<file path="src/mexp_pkg.sv">
// Package for the modular exponentiation block: operand width, register map,
// reset value of the modulus register. No dependencies.
`timescale 1ns / 1ps
package mexp_pkg;

  localparam int OPERAND_BITS = 32;
  localparam int CNT_BITS     = $clog2(OPERAND_BITS);
  localparam int FIELD_BITS   = 32;
  localparam int ADDR_BITS    = 3;

  localparam logic [0:0] REG_MODULUS = 1'b0;
  localparam logic [FIELD_BITS-1:0] MODULUS_RESET = FIELD_BITS'(23);

  typedef logic [OPERAND_BITS-1:0] operand_t;

endpackage

</file>
<file path="src/mexp_mulmod.sv">
// Bit-serial interleaved modular multiplier: one multiplier bit per cycle, MSB first.
// Depends on mexp_pkg. Requires b < m and m >= 2.
`timescale 1ns / 1ps
module mexp_mulmod (
  input  logic              clk,
  input  logic              rst,
  input  logic              start,
  input  mexp_pkg::operand_t a,
  input  mexp_pkg::operand_t b,
  input  mexp_pkg::operand_t m,
  output logic              done,
  output mexp_pkg::operand_t result
);
  import mexp_pkg::*;

  localparam int SW = OPERAND_BITS + 3;

  logic                busy;
  logic [CNT_BITS-1:0] cnt;
  operand_t            a_sh;
  operand_t            mcand;
  operand_t            acc;

  logic [SW-1:0] sum;
  logic [SW-1:0] diff1;
  logic [SW-1:0] diff2;
  operand_t      acc_next;

  always_comb begin
    sum   = {2'b00, acc, 1'b0} + (a_sh[OPERAND_BITS-1] ? SW'(mcand) : '0);
    diff1 = sum - SW'(m);
    diff2 = sum - {2'b00, m, 1'b0};
    if (!diff2[SW-1]) begin
      acc_next = diff2[OPERAND_BITS-1:0];
    end else if (!diff1[SW-1]) begin
      acc_next = diff1[OPERAND_BITS-1:0];
    end else begin
      acc_next = sum[OPERAND_BITS-1:0];
    end
  end

  always_ff @(posedge clk) begin
    if (rst) begin
      busy <= 1'b0;
      done <= 1'b0;
    end else begin
      done <= 1'b0;
      if (start) begin
        busy <= 1'b1;
      end else if (busy && cnt == '0) begin
        busy <= 1'b0;
        done <= 1'b1;
      end
    end
  end

  always_ff @(posedge clk) begin
    if (start) begin
      a_sh  <= a;
      mcand <= b;
      acc   <= '0;
      cnt   <= CNT_BITS'(OPERAND_BITS - 1);
    end else if (busy) begin
      a_sh <= {a_sh[OPERAND_BITS-2:0], 1'b0};
      acc  <= acc_next;
      cnt  <= cnt - 1'b1;
    end
  end

  assign result = acc;

endmodule

</file>
<file path="src/modular_exponentiation.sv">
// Usage: modular exponentiation, power_result = base_value ^ exponent_value mod modulus.
// Slave stream s_* takes one beat {exponent_value, base_value}; master stream m_*
// returns one beat with power_result for each accepted input beat.
// The modulus register sits at APB byte address 0 (reset value 23); write it only
// while the block is idle. Moduli 0 and 1 yield 0 without running the multipliers.
// The base is first reduced by the modulus in the multiply unit, then each exponent bit
// up to the highest set one is handled in a step: the square and the conditional
// multiply run in two bit-serial multipliers side by side, one multiplier bit per cycle.
// An exponent of 0 skips the steps; one item is in work at a time.
// s_tready is high while no item is in work. A finished result waits in the output
// register; while it is held the next item can already be taken and computed, and
// that item parks until the output register drains.
// Reset (rst, synchronous) drops any item in work and any pending result, and
// restores the modulus to 23.
// Depends on mexp_pkg and mexp_mulmod.
`timescale 1ns / 1ps
module modular_exponentiation (
  input  logic        clk,
  input  logic        rst,
  input  logic        s_tvalid,
  output logic        s_tready,
  input  logic [63:0] s_tdata,   // [31:0] base_value, [63:32] exponent_value
  output logic        m_tvalid,
  input  logic        m_tready,
  output logic [31:0] m_tdata,   // [31:0] power_result
  input  logic        psel,
  input  logic        penable,
  input  logic        pwrite,
  input  logic [mexp_pkg::ADDR_BITS-1:0] paddr,
  input  logic [31:0] pwdata,
  output logic [31:0] prdata,
  output logic        pready
);
  import mexp_pkg::*;

  localparam logic [2:0] ST_IDLE   = 3'd0;
  localparam logic [2:0] ST_REDUCE = 3'd1;
  localparam logic [2:0] ST_STEP   = 3'd2;
  localparam logic [2:0] ST_MUL    = 3'd3;
  localparam logic [2:0] ST_FINISH = 3'd4;

  logic [2:0]            state;
  logic [FIELD_BITS-1:0] modulus;
  operand_t              base_q;
  operand_t              acc_q;
  operand_t              exp_sh;
  operand_t              res_q;

  operand_t op_mod;
  logic     mod_small;
  logic     in_beat;
  logic     cfg_wr;

  logic     mul_start;
  operand_t mul_a;
  operand_t mul_b;
  logic     mul_done;
  operand_t mul_res;
  logic     sq_start;
  logic     sq_done;
  operand_t sq_res;

  assign pready    = 1'b1;
  assign cfg_wr    = psel && penable && pwrite && pready;
  assign prdata    = (paddr[2] == REG_MODULUS) ? modulus : '0;
  assign op_mod    = modulus[OPERAND_BITS-1:0];
  assign mod_small = op_mod < OPERAND_BITS'(2);
  assign s_tready  = (state == ST_IDLE);
  assign in_beat   = s_tvalid && s_tready;

  always_ff @(posedge clk) begin
    if (rst) begin
      modulus <= MODULUS_RESET;
    end else if (cfg_wr && paddr[2] == REG_MODULUS) begin
      modulus <= pwdata;
    end
  end

  always_comb begin
    mul_start = 1'b0;
    mul_a     = base_q;
    mul_b     = acc_q;
    sq_start  = 1'b0;
    if (state == ST_IDLE) begin
      mul_start = in_beat && !mod_small;
      mul_a     = s_tdata[OPERAND_BITS-1:0];
      mul_b     = OPERAND_BITS'(1);
    end else if (state == ST_STEP && exp_sh != '0) begin
      mul_start = exp_sh[0];
      sq_start  = 1'b1;
    end
  end

  mexp_mulmod u_mul (
    .clk    (clk),
    .rst    (rst),
    .start  (mul_start),
    .a      (mul_a),
    .b      (mul_b),
    .m      (op_mod),
    .done   (mul_done),
    .result (mul_res)
  );

  mexp_mulmod u_sq (
    .clk    (clk),
    .rst    (rst),
    .start  (sq_start),
    .a      (base_q),
    .b      (base_q),
    .m      (op_mod),
    .done   (sq_done),
    .result (sq_res)
  );

  always_ff @(posedge clk) begin
    if (rst) begin
      state    <= ST_IDLE;
      m_tvalid <= 1'b0;
    end else begin
      if (state == ST_FINISH && (!m_tvalid || m_tready)) begin
        m_tvalid <= 1'b1;
      end else if (m_tready) begin
        m_tvalid <= 1'b0;
      end
      case (state)
        ST_IDLE: begin
          if (in_beat) begin
            state <= mod_small ? ST_FINISH : ST_REDUCE;
          end
        end
        ST_REDUCE: begin
          if (mul_done) begin
            state <= ST_STEP;
          end
        end
        ST_STEP: begin
          state <= (exp_sh == '0) ? ST_FINISH : ST_MUL;
        end
        ST_MUL: begin
          if (sq_done) begin
            state <= ST_STEP;
          end
        end
        ST_FINISH: begin
          if (!m_tvalid || m_tready) begin
            state <= ST_IDLE;
          end
        end
        default: begin
          state <= ST_IDLE;
        end
      endcase
    end
  end

  always_ff @(posedge clk) begin
    case (state)
      ST_IDLE: begin
        exp_sh <= s_tdata[32 +: OPERAND_BITS];
        res_q  <= '0;
      end
      ST_REDUCE: begin
        if (mul_done) begin
          base_q <= mul_res;
          acc_q  <= OPERAND_BITS'(1);
        end
      end
      ST_STEP: begin
        if (exp_sh == '0) begin
          res_q <= acc_q;
        end
      end
      ST_MUL: begin
        if (sq_done) begin
          base_q <= sq_res;
          exp_sh <= exp_sh >> 1;
          if (exp_sh[0]) begin
            acc_q <= mul_res;
          end
        end
      end
      ST_FINISH: begin
        if (!m_tvalid || m_tready) begin
          m_tdata <= FIELD_BITS'(res_q);
        end
      end
      default: begin
      end
    endcase
  end

`ifndef SYNTHESIS
  a_lockstep: assert property (@(posedge clk) disable iff (rst)
    (state == ST_MUL && sq_done && exp_sh[0]) |-> mul_done)
    else $error("multiply and square units out of step");

  a_base_reduced: assert property (@(posedge clk) disable iff (rst)
    (state == ST_STEP) |-> (base_q < op_mod && acc_q < op_mod))
    else $error("operand not reduced by modulus");

  a_leave_idle: assert property (@(posedge clk) disable iff (rst)
    in_beat |=> (state == ST_REDUCE || state == ST_FINISH))
    else $error("accepted beat did not start work");

  a_reduce_short: assert property (@(posedge clk) disable iff (rst)
    (state == ST_REDUCE) |-> !sq_done)
    else $error("square unit active during base reduction");
`endif

endmodule

</file>
<file path="config.mk">
export PLATFORM = sky130hd
export DESIGN_NAME = modular_exponentiation
export DESIGN_NICKNAME = d
export VERILOG_FILES = /design/src/mexp_pkg.sv /design/src/mexp_mulmod.sv /design/src/modular_exponentiation.sv
export SDC_FILE = /design/constraint.sdc
export NUM_CORES = 1
export LEC_CHECK = 0
export ABC_AREA = 1
export BUFFER_PORTS_ARGS = -buffer_cell sky130_fd_sc_hd__buf_2
export CORE_MARGIN = 4
export CORE_UTILIZATION = 35
export DETAILED_ROUTE_END_ITERATION = 10
export HOLD_SLACK_MARGIN = 0.08
export PLACE_DENSITY = 0.54
export SLEW_MARGIN = 0
export SYNTH_ARGS = -nofsm -noshare
export SYNTH_HDL_FRONTEND = slang
export SYNTH_HIERARCHICAL = 1
export SYNTH_SLANG_ARGS = --single-unit
</file>
<file path="constraint.sdc">
create_clock -name clk -period 4.9 [get_ports clk]
set_input_delay 0 -clock clk [delete_from_list [all_inputs] [get_ports clk]]
set_output_delay 0 -clock clk [all_outputs]
set_load 0.01 [all_outputs]
</file>
==> flow_summary_export.csv <==
group,metric,value,unit
outcome,status,"completed",
synthesis,synth_cell_type_count,54,
synthesis,yosysWarnings,6,
drt,drt_iter0_drc,2007,
synthesis,synth_area_leader_cell,"edfxtp_1",
synthesis,syn_nets,4547,
placed_design,dp.cells,5522,
synthesis,synth.area.top_cells,"edfxtp_1, nand2_1, ha_1",
clock_network,cts.clk_slew.worst_paths,0.06,ns
setup_path,r2r-end,"u_mul/result[31]",
sta,fin_crit_sh,93.9,%
synthesis,synth_top_area_share,29.0,%
final_layout,instances_no_fill,5730,
drt,wl_per_cell,18.2,um
drt,antenna_left,0,
drt,num_vias,28300,
setup_path,crit_path_max_incr_delay,0.45,ns
sta,setup_viol,0,
clock_network,clockBufferDepth,3,
drt,vias_per_cell,4.94,
floorplanning,coreArea,84100,um2
sta,hold_viol,0,
global_route,grt_max_degree,99,
placed_design,portBuffers,169,
clock_network,numCtsBuffers,47,
floorplanning,io_pins,173,
global_route,use_met1,28.9,%
setup_path,path_common_cell,"nand2_1",
setup_path,endpoint,"u_mul/result[31]",
synthesis,synth_most_common_cell,"nand2_1",
floorplanning,rows,106,
setup_path,cp.required,5.45,ns
global_route,grt_first_pass_wirelength,157000,um
clock_network,cts_tree,"yes",
setup_path,r2r-start,"u_mul/a_sh[31]",
sta,min_period,4.60,ns
setup_path,crit_type,"reg -> reg",
sta,final_max_slew_viol_count,0,
synthesis,synthArstFlopShare,0,%
synthesis,ys_top_cells_by_count,"nand2_1, inv_1, nor2_1",
sta,slew_headroom,36.5,%
synthesis,synth_seq_cells,402,
floorplanning,start_util,35.5,%
global_route,grt.overflow.total,0,
synthesis,synthFlopType,"edfxtp_1",
synthesis,syn_avg_cell_area,7.03,um2
sta,worst_slew_pin_slew,0.942,ns
final_layout,nNetsFinal,4857,
min_path,hp-class,"in -> reg",
placed_design,routabilityCongestion,0.952,
global_route,use_met2,38.7,%
drt,drt_wl_total,104000,um
floorplanning,die_w,300,um
global_route,use_met3,2.87,%
clock_network,h-tree-depth,2,
global_route,antenna_found_initial,5,
clock_network,clock-sinks,402,
drt,post-route-drc-count,0,
sta,fin_worst_skew,0.0216,ns
global_route,top_usage_layer,"met2",
drt,drt_pass1_iterations,5,
floorplanning,dieHeight,300,um
job,drv_cap,0,
floorplanning,die_area,89900,um2
clock_network,clk_latency,0.60,ns
setup_path,worst_path_max_delay_cell,"edfxtp_1",
synthesis,syn-cell-area,29800,um2
sta,fmax,217,MHz
global_route,grt_usage,22.4,%
setup_path,crit_fanout,30,
setup_path,critical_path_arrival,5.15,ns
setup_path,r2r_slack,0.30,ns
global_route,grt_pass1_vias,27500,
setup_path,cp-start-kind,"flop",
synthesis,synth_edf_count,288,
final_layout,final_layout_size_suffix_gt1_share,10.3,%
sta,setup-tns-final,0,ns
synthesis,synthesis.instances,4243,
setup_path,setup.worst_path.start,"u_mul/a_sh[31]",
setup_path,r2r_cells,28,
final_layout,syn_to_final_growth,18.4,%
clock_network,root_buffer,"clkbuf_16",
setup_path,critPathCaptureType,"flop",
synthesis,synth-seq-area-share,36.7,%
placed_design,hpwl,82600,um
## worst max-delay path, delay by kind of cell (launching register included)
| kind | cells | cell delay (ns) |
|---|---|---|
| AO/OA/AOI/OAI | 2 | 0.44 |
| XOR/XNOR | 2 | 0.48 |
| adder cells (fa/ha/maj) | 2 | 0.65 |
| buffers and inverters | 5 | 0.51 |
| flip-flops | 1 | 0.45 |
| AND/OR/NAND/NOR | 17 | 1.98 |
## sequential cells by signal (all words and copies together), names as in the netlist
name / flops
u_sq/busy: 1
u_sq/mcand: 32
m_tvalid: 1
u_mul/a_sh: 32
u_sq/result: 32
exp_sh: 32
base_q: 32
acc_q: 32
u_sq/done: 1
state: 3
u_sq/a_sh: 32
u_mul/done: 1
m_tdata: 32
modulus: 32
u_mul/busy: 1
res_q: 32
u_sq/cnt: 5
u_mul/result: 32
u_mul/mcand: 32
u_mul/cnt: 5
## cell families (layout without fill, tap and decap cells)
| logic type | Yosys count | in the layout | share of synthesized area, % |
|---|---|---|---|
| buf+inv | 706 | 1053 | 9.61 |
| xor+xnor | 136 | 136 | 4.00 |
| compound gates | 637 | 637 | 11.8 |
| simple gates | 2163 | 2164 | 29.4 |
| fa+ha+maj | 198 | 198 | 8.46 |
| flops | 402 | 402 | 36.7 |
| other cells | 1 | 6 | 0.0126 |
## stage by stage
stage	worst slack, ns	util (%)	area [um2]	hold WS [ns]
global placement	0.271	38.3	32200	0.226
floorplan	0.790	-	29800	0.0691
finish	0.300	42.0	35300	0.221
CTS	0.223	41.6	35000	0.176
global route	-0.000199	42.0	35300	0.203
detailed placement	0.257	38.3	32200	0.234
## metal layers
metal  vias to the layer above  wire length (um)
li1                      14300                 -
met1                     13200             45200
met2                       725             49600
met3                       183              5580
met4                         0              3980
met5                         -                 0
## how the worst min path moves through the flow
stage                      from  cells after the start  slack (ns)     endpoint
detailed placement    pwdata[2]                      3        0.23   modulus[2]
finish              s_tdata[41]                      4        0.22    exp_sh[9]
floorplan                   rst                      1        0.07     state[0]
global placement      pwdata[0]                      3        0.23   modulus[0]
CTS                  pwdata[22]                      4        0.18  modulus[22]
global route        s_tdata[52]                      4        0.20   exp_sh[20]
## cell usage in the layout (no fill, tap or decap), types with 13 or more instances in the layout
cell type,count
inv_1,576
dfxtp_1,114
nand3b_1,18
nand3_1,177
xnor2_1,43
xor2_1,86
o21bai_1,41
buf_2,169
o21ai_1,15
nor2_2,13
nor3_1,33
ha_1,191
nor2_1,485
nand2_1,1343
o21ai_0,174
o21ai_2,17
a21oi_1,319
inv_2,18
nand4_1,25
clkbuf_16,49
dlygate4sd3_1,109
nand2_2,26
a21oi_2,24
buf_4,76
edfxtp_1,288
## layout make-up
| class | count | area, um2 |
|---|---|---|
| multi-input cells | 3136 | 16200 |
| fillers | 8898 | 48800 |
| diodes | 5 | 12.5 |
| flip-flops and latches | 402 | 10900 |
| repair inverters | 1 | 7.51 |
| inverters | 598 | 2250 |
| clock buffers | 57 | 1260 |
| repair buffers | 367 | 2750 |
| clock inverters | 30 | 434 |
| well taps | 1134 | 1420 |
## timing repair
action | 4_1_cts | 5_1_grt
buffers inserted | 0 | 2
hold endpoints to repair | 104 | 0
gates resized for setup | 0 | 38
hold buffers | 109 | 0
endpoints found under the setup margin | 0 | 62
Power is left out: the tool's default activity adds up to more than one toggle a clock period on the data nets, which glitch-free logic cannot reach.
